### src/tsc_pkg.sv
`timescale 1ns / 1ps
// ----------------------------------------------------------------------------
// tsc_pkg: shared types for typed symbol capture
// Command passed from the classifier to the result sequencer, and the codes
// used on both sides of the command queue.
// ----------------------------------------------------------------------------
package tsc_pkg;

   localparam int CNT_W  = 5;
   localparam int CHAR_W = 7;

   typedef enum logic [1:0] {
      OP_PASS,
      OP_START,
      OP_APPEND,
      OP_COMMIT
   } op_type;

   typedef enum logic [2:0] {
      KIND_KEY        = 3'd0,
      KIND_START      = 3'd1,
      KIND_BS_PRESS   = 3'd2,
      KIND_BS_RELEASE = 3'd3,
      KIND_END        = 3'd4,
      KIND_CHAR       = 3'd5,
      KIND_DONE       = 3'd6
   } kind_type;

   typedef enum logic [2:0] {
      BK_IDLE,
      BK_START,
      BK_BS_PRESS,
      BK_BS_RELEASE,
      BK_END,
      BK_CHAR,
      BK_DONE,
      BK_KEY
   } bk_state_type;

   // count carries the store index for OP_APPEND and the length for OP_COMMIT
   typedef struct packed {
      op_type            op;
      logic [7:0]        code;
      logic [7:0]        flags;
      logic [CNT_W-1:0]  count;
      logic [CHAR_W-1:0] sym;
   } cmd_type;

endpackage

### src/tsc_front.sv
`timescale 1ns / 1ps
// ----------------------------------------------------------------------------
// tsc_front: key event classifier
// Tracks the capture state and character count, decodes each key event and
// issues one command per transaction to the command queue.
// ----------------------------------------------------------------------------
module tsc_front #(
   parameter int MAX_SYMBOL_LEN = 16
) (
   input  logic              clock,
   input  logic              reset,
   input  logic              csr_we,
   input  logic [15:0]       csr_wdata,
   input  logic              req_push,
   input  logic [7:0]        req_key_code,
   input  logic [7:0]        req_key_flags,
   input  logic              req_now_pressed,
   input  logic              req_prev_pressed,
   input  logic              req_injected,
   input  logic              q_full,
   output logic              q_push,
   output tsc_pkg::cmd_type  q_cmd
);

   localparam logic [7:0] CODE_BACKSPACE = 8'h2A;
   localparam logic [7:0] CODE_SPACE     = 8'h2C;
   localparam logic [7:0] CODE_A         = 8'h04;
   localparam logic [7:0] CODE_Z         = 8'h1D;
   localparam logic [7:0] CODE_1         = 8'h1E;
   localparam logic [7:0] CODE_0         = 8'h27;
   localparam logic [tsc_pkg::CNT_W-1:0] MAX_CNT = tsc_pkg::CNT_W'(MAX_SYMBOL_LEN);

   function automatic logic [tsc_pkg::CHAR_W-1:0] key_char(
      input logic [7:0] code,
      input logic [7:0] flags
   );
      logic [7:0] ch;
      ch = 8'd0;
      if (flags == 8'd0) begin
         if (code >= CODE_A && code <= CODE_Z) begin
            ch = 8'd97 + (code - CODE_A);
         end else if (code >= CODE_1 && code < CODE_0) begin
            ch = 8'd49 + (code - CODE_1);
         end else if (code == CODE_0) begin
            ch = 8'd48;
         end
      end
      return ch[tsc_pkg::CHAR_W-1:0];
   endfunction

   logic [15:0]               trigger_ff;
   logic                      capturing_ff, capturing_in;
   logic [tsc_pkg::CNT_W-1:0] count_ff, count_in;
   logic                      accept, on, off, is_trig, is_bs, is_sp;
   logic [tsc_pkg::CHAR_W-1:0] ch;

   assign accept  = req_push && !q_full;
   assign q_push  = accept;
   assign on      = req_now_pressed && !req_prev_pressed;
   assign off     = !req_now_pressed && req_prev_pressed;
   assign is_trig = {req_key_flags, req_key_code} == trigger_ff;
   assign is_bs   = (req_key_code == CODE_BACKSPACE) && (req_key_flags == 8'd0);
   assign is_sp   = (req_key_code == CODE_SPACE) && (req_key_flags == 8'd0);
   assign ch      = key_char(req_key_code, req_key_flags);

   always_comb begin
      capturing_in = capturing_ff;
      count_in     = count_ff;
      q_cmd.op     = tsc_pkg::OP_PASS;
      q_cmd.code   = req_key_code;
      q_cmd.flags  = req_key_flags;
      q_cmd.count  = count_ff;
      q_cmd.sym    = ch;
      priority if (!capturing_ff) begin
         if (is_trig) begin
            q_cmd.code  = 8'd0;
            q_cmd.flags = 8'd0;
            if (on) begin
               capturing_in = 1'b1;
               q_cmd.op     = tsc_pkg::OP_START;
            end
         end
      end else if (req_injected) begin
         q_cmd.op = tsc_pkg::OP_PASS;
      end else if (is_trig || (is_bs && count_ff == '0)) begin
         q_cmd.code  = 8'd0;
         q_cmd.flags = 8'd0;
      end else if (off && is_sp) begin
         q_cmd.op     = tsc_pkg::OP_COMMIT;
         q_cmd.code   = 8'd0;
         q_cmd.flags  = 8'd0;
         capturing_in = 1'b0;
         count_in     = '0;
      end else if (on) begin
         if (is_bs) begin
            count_in = count_ff - tsc_pkg::CNT_W'(1);
         end else if (ch != '0 && count_ff < MAX_CNT) begin
            q_cmd.op = tsc_pkg::OP_APPEND;
            count_in = count_ff + tsc_pkg::CNT_W'(1);
         end
      end else begin
         q_cmd.op = tsc_pkg::OP_PASS;
      end
   end

   always_ff @(posedge clock) begin
      if (reset) begin
         trigger_ff   <= 16'hFFFF;
         capturing_ff <= 1'b0;
         count_ff     <= '0;
      end else begin
         if (csr_we) begin
            trigger_ff <= csr_wdata;
         end
         if (accept) begin
            capturing_ff <= capturing_in;
            count_ff     <= count_in;
         end
      end
   end

endmodule

### src/tsc_queue.sv
`timescale 1ns / 1ps
// ----------------------------------------------------------------------------
// tsc_queue: command queue
// Two-entry FIFO between the classifier and the result sequencer.
// ----------------------------------------------------------------------------
module tsc_queue (
   input  logic              clock,
   input  logic              reset,
   input  logic              push,
   input  tsc_pkg::cmd_type  push_cmd,
   output logic              full,
   input  logic              pop,
   output tsc_pkg::cmd_type  pop_cmd,
   output logic              empty
);

   tsc_pkg::cmd_type entry_ff [2];
   logic             wr_ptr_ff, rd_ptr_ff;
   logic [1:0]       fill_ff;

   assign full    = fill_ff == 2'd2;
   assign empty   = fill_ff == 2'd0;
   assign pop_cmd = entry_ff[rd_ptr_ff];

   always_ff @(posedge clock) begin
      if (push) begin
         entry_ff[wr_ptr_ff] <= push_cmd;
      end
   end

   always_ff @(posedge clock) begin
      if (reset) begin
         wr_ptr_ff <= 1'b0;
         rd_ptr_ff <= 1'b0;
         fill_ff   <= 2'd0;
      end else begin
         if (push) begin
            wr_ptr_ff <= !wr_ptr_ff;
         end
         if (pop) begin
            rd_ptr_ff <= !rd_ptr_ff;
         end
         if (push && !pop) begin
            fill_ff <= fill_ff + 2'd1;
         end else if (pop && !push) begin
            fill_ff <= fill_ff - 2'd1;
         end
      end
   end

endmodule

### src/tsc_back.sv
`timescale 1ns / 1ps
// ----------------------------------------------------------------------------
// tsc_back: result sequencer
// Holds the character store, executes one command at a time and emits its
// results one per cycle while the receiver pops, through a registered output.
// ----------------------------------------------------------------------------
module tsc_back #(
   parameter int MAX_SYMBOL_LEN = 16
) (
   input  logic                        clock,
   input  logic                        reset,
   input  logic                        q_empty,
   input  tsc_pkg::cmd_type            q_cmd,
   output logic                        q_pop,
   output logic                        rsp_empty,
   input  logic                        rsp_pop,
   output logic [2:0]                  rsp_kind,
   output logic [7:0]                  rsp_out_key_code,
   output logic [7:0]                  rsp_out_key_flags,
   output logic [tsc_pkg::CHAR_W-1:0]  rsp_symbol_char,
   output logic                        rsp_last
);

   localparam int IDX_W = (MAX_SYMBOL_LEN > 1) ? $clog2(MAX_SYMBOL_LEN) : 1;

   tsc_pkg::bk_state_type      state_ff, state_in;
   tsc_pkg::cmd_type           cmd_ff, cmd_in;
   logic [tsc_pkg::CNT_W-1:0]  cnt_ff, cnt_in;
   logic [tsc_pkg::CHAR_W-1:0] store_ff [MAX_SYMBOL_LEN];

   logic                       load, emit, last;
   tsc_pkg::kind_type          kind;
   logic [tsc_pkg::CHAR_W-1:0] sym;
   logic [7:0]                 code, flags;

   logic                       valid_ff;
   tsc_pkg::kind_type          kind_ff;
   logic [7:0]                 code_ff, flags_ff;
   logic [tsc_pkg::CHAR_W-1:0] sym_ff;
   logic                       last_ff;

   assign load = !valid_ff || rsp_pop;

   always_comb begin
      state_in = state_ff;
      cmd_in   = cmd_ff;
      cnt_in   = cnt_ff;
      q_pop    = 1'b0;
      emit     = 1'b0;
      kind     = tsc_pkg::KIND_KEY;
      sym      = '0;
      code     = 8'd0;
      flags    = 8'd0;
      last     = 1'b0;
      unique case (state_ff)
         tsc_pkg::BK_IDLE: begin
            if (!q_empty) begin
               q_pop  = 1'b1;
               cmd_in = q_cmd;
               cnt_in = '0;
               unique case (q_cmd.op)
                  tsc_pkg::OP_START:  state_in = tsc_pkg::BK_START;
                  tsc_pkg::OP_COMMIT: state_in = tsc_pkg::BK_BS_PRESS;
                  default:            state_in = tsc_pkg::BK_KEY;
               endcase
            end
         end
         tsc_pkg::BK_START: begin
            if (load) begin
               emit     = 1'b1;
               kind     = tsc_pkg::KIND_START;
               state_in = tsc_pkg::BK_KEY;
            end
         end
         tsc_pkg::BK_BS_PRESS: begin
            if (load) begin
               emit     = 1'b1;
               kind     = tsc_pkg::KIND_BS_PRESS;
               state_in = tsc_pkg::BK_BS_RELEASE;
            end
         end
         tsc_pkg::BK_BS_RELEASE: begin
            if (load) begin
               emit = 1'b1;
               kind = tsc_pkg::KIND_BS_RELEASE;
               if (cnt_ff == cmd_ff.count) begin
                  cnt_in   = '0;
                  state_in = tsc_pkg::BK_END;
               end else begin
                  cnt_in   = cnt_ff + tsc_pkg::CNT_W'(1);
                  state_in = tsc_pkg::BK_BS_PRESS;
               end
            end
         end
         tsc_pkg::BK_END: begin
            if (load) begin
               emit     = 1'b1;
               kind     = tsc_pkg::KIND_END;
               state_in = (cmd_ff.count == '0) ? tsc_pkg::BK_DONE : tsc_pkg::BK_CHAR;
            end
         end
         tsc_pkg::BK_CHAR: begin
            if (load) begin
               emit = 1'b1;
               kind = tsc_pkg::KIND_CHAR;
               sym  = store_ff[cnt_ff[IDX_W-1:0]];
               if (cnt_ff == cmd_ff.count - tsc_pkg::CNT_W'(1)) begin
                  state_in = tsc_pkg::BK_DONE;
               end else begin
                  cnt_in = cnt_ff + tsc_pkg::CNT_W'(1);
               end
            end
         end
         tsc_pkg::BK_DONE: begin
            if (load) begin
               emit     = 1'b1;
               kind     = tsc_pkg::KIND_DONE;
               state_in = tsc_pkg::BK_KEY;
            end
         end
         tsc_pkg::BK_KEY: begin
            if (load) begin
               emit     = 1'b1;
               kind     = tsc_pkg::KIND_KEY;
               code     = cmd_ff.code;
               flags    = cmd_ff.flags;
               last     = 1'b1;
               state_in = tsc_pkg::BK_IDLE;
            end
         end
         default: state_in = tsc_pkg::BK_IDLE;
      endcase
   end

   always_ff @(posedge clock) begin
      if (q_pop && q_cmd.op == tsc_pkg::OP_APPEND) begin
         store_ff[q_cmd.count[IDX_W-1:0]] <= q_cmd.sym;
      end
   end

   always_ff @(posedge clock) begin
      cmd_ff <= cmd_in;
      cnt_ff <= cnt_in;
      if (emit) begin
         kind_ff  <= kind;
         code_ff  <= code;
         flags_ff <= flags;
         sym_ff   <= sym;
         last_ff  <= last;
      end
   end

   always_ff @(posedge clock) begin
      if (reset) begin
         state_ff <= tsc_pkg::BK_IDLE;
         valid_ff <= 1'b0;
      end else begin
         state_ff <= state_in;
         if (emit) begin
            valid_ff <= 1'b1;
         end else if (rsp_pop) begin
            valid_ff <= 1'b0;
         end
      end
   end

   assign rsp_empty         = !valid_ff;
   assign rsp_kind          = kind_ff;
   assign rsp_out_key_code  = code_ff;
   assign rsp_out_key_flags = flags_ff;
   assign rsp_symbol_char   = sym_ff;
   assign rsp_last          = last_ff;

endmodule

### src/typed_symbol_capture_core.sv
`timescale 1ns / 1ps
// ----------------------------------------------------------------------------
// typed_symbol_capture_core: symbol capture from a stream of key events
// Usage:
//   Input queue: drive the key event and req_push; the transaction is taken
//   when req_push is high and req_full is low.
//   Result queue: while rsp_empty is low the oldest result is on the rsp_
//   ports; rsp_pop takes it. rsp_last marks the final result of an event.
//   CSR: csr_we writes the trigger key (flags in bits 15..8, code in 7..0);
//   write it only while the block is idle (the block does not enforce this).
//   Each event gives one or more results, one per cycle while the receiver
//   keeps popping. The first result of an event passes through the command
//   queue, the sequencer state and the output register. A commit of n
//   characters emits 3n+5 results; other events give one or two. The result
//   sequencer is the limit: it handles one event at a time.
//   A two-entry command queue lets up to two events be accepted while the
//   sequencer is busy; req_full rises when it fills.
//   When the receiver stalls, the held result stays on the ports and the
//   sequencer waits. Reset clears capture state, the character count and queues
//   and sets the trigger key to 16'hFFFF; the character store is not cleared.
// ----------------------------------------------------------------------------
module typed_symbol_capture_core #(
   parameter int MAX_SYMBOL_LEN = 16
) (
   input  logic        clock,
   input  logic        reset,
   input  logic        csr_we,
   input  logic [15:0] csr_wdata,
   input  logic        req_push,
   output logic        req_full,
   input  logic [7:0]  req_key_code,
   input  logic [7:0]  req_key_flags,
   input  logic        req_now_pressed,
   input  logic        req_prev_pressed,
   input  logic        req_injected,
   output logic        rsp_empty,
   input  logic        rsp_pop,
   output logic [2:0]  rsp_kind,
   output logic [7:0]  rsp_out_key_code,
   output logic [7:0]  rsp_out_key_flags,
   output logic [6:0]  rsp_symbol_char,
   output logic        rsp_last
);

   tsc_pkg::cmd_type push_cmd, pop_cmd;
   logic             push, pop, q_full, q_empty;

   assign req_full = q_full;

   tsc_front #(.MAX_SYMBOL_LEN(MAX_SYMBOL_LEN)) u_front (
      .clock            (clock),
      .reset            (reset),
      .csr_we           (csr_we),
      .csr_wdata        (csr_wdata),
      .req_push         (req_push),
      .req_key_code     (req_key_code),
      .req_key_flags    (req_key_flags),
      .req_now_pressed  (req_now_pressed),
      .req_prev_pressed (req_prev_pressed),
      .req_injected     (req_injected),
      .q_full           (q_full),
      .q_push           (push),
      .q_cmd            (push_cmd)
   );

   tsc_queue u_queue (
      .clock    (clock),
      .reset    (reset),
      .push     (push),
      .push_cmd (push_cmd),
      .full     (q_full),
      .pop      (pop),
      .pop_cmd  (pop_cmd),
      .empty    (q_empty)
   );

   tsc_back #(.MAX_SYMBOL_LEN(MAX_SYMBOL_LEN)) u_back (
      .clock             (clock),
      .reset             (reset),
      .q_empty           (q_empty),
      .q_cmd             (pop_cmd),
      .q_pop             (pop),
      .rsp_empty         (rsp_empty),
      .rsp_pop           (rsp_pop),
      .rsp_kind          (rsp_kind),
      .rsp_out_key_code  (rsp_out_key_code),
      .rsp_out_key_flags (rsp_out_key_flags),
      .rsp_symbol_char   (rsp_symbol_char),
      .rsp_last          (rsp_last)
   );

endmodule
### config.mk
export PLATFORM = sky130hd
export DESIGN_NAME = typed_symbol_capture_core
export DESIGN_NICKNAME = d
export VERILOG_FILES = /design/src/tsc_pkg.sv /design/src/tsc_front.sv /design/src/tsc_queue.sv /design/src/tsc_back.sv /design/src/typed_symbol_capture_core.sv
export SDC_FILE = /design/constraint.sdc
export NUM_CORES = 1
export LEC_CHECK = 0
export BUFFER_PORTS_ARGS = -buffer_cell sky130_fd_sc_hd__buf_2
export CAP_MARGIN = 20
export CORE_MARGIN = 2
export CORE_UTILIZATION = 53
export CTS_CLUSTER_SIZE = 16
export DETAILED_ROUTE_END_ITERATION = 12
export PLACE_DENSITY = 0.75
export SLEW_MARGIN = 20
export SYNTH_ARGS = -nofsm -noshare
export SYNTH_HDL_FRONTEND = slang
export SYNTH_SLANG_ARGS = --single-unit
### constraint.sdc
create_clock -name clock -period 5.42 [get_ports clock]
set_clock_uncertainty 0.2 [all_clocks]
set_input_delay 1.626 -clock clock [delete_from_list [all_inputs] [get_ports clock]]
set_output_delay 1.626 -clock clock [all_outputs]
set_load 0.05 [all_outputs]
Word-level counts from Yosys, hierarchy flattened
Memories as Yosys holds them, arrays and structs flattened. A register that Yosys moved wholly into a read port is not among the register bits.
Cells that the tools add are included.
{"block": "classes", "addsub": 10, "div_mod_pow": 0, "n_shift": 0, "bitwise_logic": 3, "n_reduce_logical": 43, "n_eq_ne": 26, "multipliers": 0, "n_mux": 65, "n_lt_le_gt_ge": 5}
{"op": "$mux 16", "count": 3}
{"op": "$mux 5", "count": 9}
{"op": "$mux 3", "count": 12}
{"op": "$eq 8x6->1 const B", "count": 3}
{"op": "$mux 2", "count": 11}
{"op": "$mux 7", "count": 3}
{"op": "$pmux 3 s7", "count": 1}
{"op": "$mux 1", "count": 20}
{"op": "$mux 18", "count": 1}
{"op": "$pmux 3 s6", "count": 1}
{"op": "$mux 17", "count": 1}
{"op": "$eq 16x16->1", "count": 1}
{"op": "$pmux 5 s3", "count": 1}
{"op": "$ne 2x1->1 const B", "count": 7}
{"op": "$logic_and 1x1->1", "count": 13}
{"op": "$eq 3x3->1 const B", "count": 4}
{"op": "$add 5x1->5 const B", "count": 2}
{"op": "$eq 5x5->1", "count": 2}
{"op": "$logic_not 5->1", "count": 2}
{"op": "$sub 5x1->5 const B", "count": 2}
{"op": "$logic_not 1->1", "count": 9}
{"op": "$ge 8x3->1 const B", "count": 1}
{"op": "$ge 8x5->1 const B", "count": 1}
{"op": "$le 8x5->1 const B", "count": 1}
{"op": "29 further kinds", "count": 41}
{"block": "word_totals", "latchBits": 0, "in_bits": 40, "romBits": 0, "ff_bits": 76, "output_inout_bits": 29, "elab_cells": 170, "mem_bits_rw": 172, "memories": 2}
{"memory": "u_back.store_ff", "words": 16, "word_bits": 7, "rd": 1, "rd_clocked_by_memory_dff": 1, "write_ports": 1, "line": "tsc_back.sv:29", "rtl": "logic [tsc_pkg::CHAR_W-1:0] store_ff [MAX_SYMBOL_LEN];"}
{"memory": "u_queue.entry_ff", "words": 2, "word_bits": 30, "rd": 1, "rd_clocked_by_memory_dff": 1, "write_ports": 1, "line": "tsc_queue.sv:17", "rtl": "tsc_pkg::cmd_type entry_ff [2];"}

Longest topological paths before layout
{"block": "logic_depth", "ltp_word": 14, "mapped_depth": 11, "depth_no_buf": 11}

Modules after synthesis
From an unflattened synthesis, not the netlist that was laid out.
{"block": "unflattened", "cells_unflattened": 690, "area_unflattened_um2": 10959.3}
{"module": "tsc_back", "cells_per_inst": 354, "seq_area_each_um2": 5034.8, "n_inst": 1, "area_per_inst_um2": 6756.5}
{"module": "tsc_queue", "cells_per_inst": 115, "seq_area_each_um2": 1901.8, "n_inst": 1, "area_per_inst_um2": 2362.3}
{"module": "tsc_front", "cells_per_inst": 221, "seq_area_each_um2": 440.4, "n_inst": 1, "area_per_inst_um2": 1840.5}

Least setup slack after synthesis
OpenSTA, ideal clock, no wires.
{"block": "synth_timing", "path_kind": "in2reg", "start": "in req_key_flags[0]", "end": "reg u_front.count_ff[4] (netlist bit)", "stages": 10, "setup_time_ns": 0.114, "setup_slack_ns": 0.981, "required_ns": 5.106, "n_path_buf": 0, "t_arrival_ns": 4.125, "cell_sequence": "or4_1 > or2_1 > nor3_1 > ha_1 > a21o_1 > a21oi_1 > xnor2_1 > nor3b_1 > o21ai_1 > a21bo_1"}
{"block": "synth_between", "elab_chain_cells": 6, "elab_cells_between_ends": 17, "cone_classes": "1 x eq/ne; 4 x mux; 1 x bitwise; 11 x reduce/logical"}
{"element": "start, declared", "line": "typed_symbol_capture_core.sv:32", "rtl": "input logic [7:0] req_key_flags,"}
{"element": "$logic_not 8->1", "line": "tsc_front.sv:39, tsc_front.sv:62, tsc_front.sv:63"}
{"element": "$mux 7 / $logic_and 1x1->1 (equally long branches)", "line": "tsc_front.sv:39, tsc_front.sv:62"}
{"element": "$reduce_bool 7->1 / $logic_and 1x1->1 (equally long branches)", "line": "tsc_front.sv:97, tsc_front.sv:85"}
{"element": "$logic_and 1x1->1 / $logic_or 1x1->1 (equally long branches)", "line": "tsc_front.sv:97, tsc_front.sv:85"}
{"element": "$reduce_bool 3->1 (no line) / $not 1->1 (equally long branches)"}
{"element": "$reduce_and 6->1 (no line)"}
{"element": "end signal, assigned", "line": "tsc_front.sv:117", "rtl": "count_ff <= count_in;"}
{"element": "end, declared", "line": "tsc_front.sv:53", "rtl": "logic [tsc_pkg::CNT_W-1:0] count_ff, count_in;"}
Several ways; a longest one is shown, not always the timed one. The select of a mux whose other input is x is not followed.
A chain may end at the register's enable or synchronous reset.

Final worst setup path
Same ends and word-level chain as after synthesis.

==> impl_metrics.ini <==
[detailed_routing]
antenna_left = 0
post-route-drc-count = 0
totalWireLength_um = 20700
viasPerCell = 5.66
first_pass_iters = 5
drtIter0Drc = 455
wl_per_cell_um = 20.0
num_vias = 5860

[global_routing]
grt.overflow.total = 0
antenna_found_initial = 1
grt_pass1_vias = 5929
grt_max_degree = 33
grt_pass1_wl_um = 32600
grt_use_total_pct = 19.5

[synthesis]
yosysWarnings = 0
synth_top_area_share_pct = 62.9
synth_area_leaders = edfxtp_1 (63%), mux4_2 (7.3%), dfxtp_1 (5.8%)
synth_edf_count = 225
ys_seq_area_share_pct = 68.7
async_reset_ff_share_pct = 0
synth.distinct_cells = 59
synthFlopType = edfxtp_1
netlist_instances = 672
synth_area_um2 = 10700
synth_fp_nets = 723
synth.largest_area_cell = edfxtp_1
ys_seq_elements = 256
syn_avg_cell_area_um2 = 16.0

[worst_setup_path]
end_kind = flop
crit_chain = buf_2, or4_1, or2_1, nor3_1, ha_1, a21o_1, a21oi_1, xnor2_1, nor3b_1, o21ai_1, a21bo_1
path_delay_family = simple AND/OR/NAND/NOR gates
crit_type = in2reg
cp_slowest_cell = or4_1
path_max_fanout = 5
r2r-end = u_back.store_ff[12][3]$_DFFE_PP_
required_ns = 5.64
regToRegStartpoint = u_back.state_ff[2]$_SDFFE_PP0P_
critPathMaxStageDelay_ns = 0.65
start_kind = input pin
rrSetupSlack_ns = 2.08
reg2regPathDepth = 5
crit_arrival_ns = 4.59
path_buf_inv = 1

[finish]
nFillCells = 1512
finalCoreUtilization_pct = 60.7
final_net_count = 797
area_delta_synth_final_pct = 13.3
final_cells = 1036
drive_gt1_share_pct = 25.1
finalInstanceArea_um2 = 12200

[floorplanning]
core_area_um2 = 20000
pin_count = 69
initial_core_util_pct = 53.6
rows = 52
die_height_um = 146
die-area_um2 = 21400
die_x_um = 146

[clock_tree]
cts_buffer_depth = 3
clk_latency_ns = 0.52
clk_pin_slew_ns = 0.06
cts_buffers = 26
cts_resized = 0
cts_max_level = 1
cts-root-buf = clkbuf_16
cts_tree = yes
post_cts_buffers = 0
hold_buffers = 0
cts_sinks = 256

[power]
total_leakage_power_nw = 4.21
seqPwrFrac_pct = 44.9
ir_worst_vdd_v = 0.000222
power_density_nw_per_um2 = 506
swShare_pct = 32.3
power.internal_mw = 4.17
p_sw_mw = 1.99
clock_power_share_pct = 26.9
combPwrFrac_pct = 28.2
p_total_mw = 6.16

[sta]
post-route-period-util_pct = 80.7
worstMarginPinSlew_ns = 0.888
setup_viol = 0
maxSlewHeadroom_pct = 40.8
rsz0062_at_grt = no
holdWs_ns = 0.314
hold_violations = 0
layout_min_cycle_time_ns = 4.37
maxSlewViolCount = 0
final.setup.worst_slack_ns = 1.05
setup-tns-final_ns = 0
fmax_ghz = 0.229

[placed_design]
dpl_cell_area_um2 = 11400
pre_cts_ws_ns = 0.547
gp_congestion = 0.863
numPortBuffers = 68
hpwl_um = 13500
place_inst = 988

[flow_run]
cap_violations = 0

[worst_hold_path]
holdPathEnd = u_back.rsp_out_key_flags[3]$_SDFFCE_PN0P_
hp-start = u_back.cmd_ff[15]$_DFFE_PP_
min_path_type = reg2reg
worst_hold_path.num_cells = 1

[run_status]
status = complete, no violations
[cell usage in the layout, fill, tap and decap left out, types with 6 or more instances in the layout]
master,instances
a21oi_1,12
buf_4,7
edfxtp_1,225
nor2b_1,24
xor2_1,8
nor3_1,11
xnor2_1,29
inv_1,14
mux2_2,28
nand4_1,11
clkbuf_16,27
clkinv_1,6
nand2_1,16
mux4_2,35
clkbuf_1,6
ha_1,10
o21ai_0,14
a211o_1,16
buf_2,68
nor2_1,44
and2_1,34
dfxtp_1,31
[kinds of logic (layout without fill, tap and decap cells)]
family / after synthesis / count (layout) / synth area share, %
XOR/XNOR: 37 / 37 / 3.02
flip-flops: 256 / 256 / 68.7
AND/OR/NAND/NOR: 180 / 180 / 9.40
adder cells (fa/ha/maj): 11 / 11 / 1.35
AO/OA/AOI/OAI: 79 / 79 / 5.31
other: 0 / 1 / 0
multiplexers: 66 / 66 / 10.6
buffers and inverters: 43 / 136 / 1.70
[area by class of cell]
cell class	count	area (um^2)	area share, %
Tap cell	270	338	2.78
Inverter	14	52.6	0.432
Clock buffer	33	698	5.74
Multi-Input combinational cell	373	3210	26.4
Sequential cell	256	7380	60.6
Clock inverter	14	98.8	0.812
Timing Repair Buffer	75	393	3.23
Antenna cell	1	2.50	0.0206
[registers in the layout (all words and copies together), names as in the netlist, 3 cells and up, named ones only]
signal / cells
u_front.count_ff: 5
u_queue.entry_ff: 60
u_back.state_ff: 3
u_back.rsp_kind: 3
u_back.store_ff: 112
u_back.rsp_symbol_char: 7
u_back.cnt_ff: 5
u_back.rsp_out_key_flags: 8
u_back.cmd_ff: 21
u_back.rsp_out_key_code: 8
u_front.trigger_ff: 16
[cells in the mapped netlist, types with 2 or more instances]
cell type,count
nand2b_1,4
a21oi_1,12
xnor2_1,29
buf_6,2
a21o_1,4
o21a_1,3
a22o_1,5
edfxtp_1,225
mux4_2,35
or2_2,2
o21ai_0,14
nor3_1,13
or3_1,2
xor2_1,8
a31oi_1,3
nor2_1,46
mux2_2,28
o21ai_1,2
nor2b_1,24
inv_1,14
buf_2,5
and3_1,4
nor3b_1,4
buf_1,6
nand4_1,11
a311oi_1,2
ha_1,10
and2_1,34
dfxtp_1,31
a31o_2,2
clkbuf_1,16
a22oi_1,2
nand3_1,5
a211o_1,16
nand2_1,16
nand3b_1,5
mux2i_1,3
o22ai_1,4
[worst max-delay path by stage]
stage | start | end | slack, ns | cells after the start
finish | req_key_flags[0] | u_front.count_ff[4]$_SDFFE_PP0P_ | 1.05 | 11
global route | req_key_flags[0] | u_front.count_ff[4]$_SDFFE_PP0P_ | 0.84 | 11
CTS | req_key_flags[0] | u_front.count_ff[4]$_SDFFE_PP0P_ | 1.09 | 11
detailed placement | req_key_flags[0] | u_front.count_ff[4]$_SDFFE_PP0P_ | 0.55 | 11
global placement | req_key_flags[0] | u_front.count_ff[4]$_SDFFE_PP0P_ | 0.62 | 11
floorplan | req_key_flags[0] | u_front.count_ff[4]$_SDFFE_PP0P_ | 0.98 | 10
[power groups by stage]
stage	sequential [mW]	clock, mW	combinational [mW]
after floorplan	3.09	0	1.01
after global placement	2.79	0	1.69
after detailed placement	2.81	0	1.74
after CTS	2.77	1.69	1.75
after global routing	2.80	1.76	1.86
final	2.76	1.66	1.74
[per-layer routing]
layer	share of wire [%]	global-route usage (%)	vias up	routed length [um]
met5	0	0	-	0
met4	2.5	6.02	0	527
met3	5.0	3.22	39	1040
met2	50	32.6	180	10300
met1	43	26.8	2915	8830
li1	-	-	2726	-
Power figures use the tool's default switching activity.
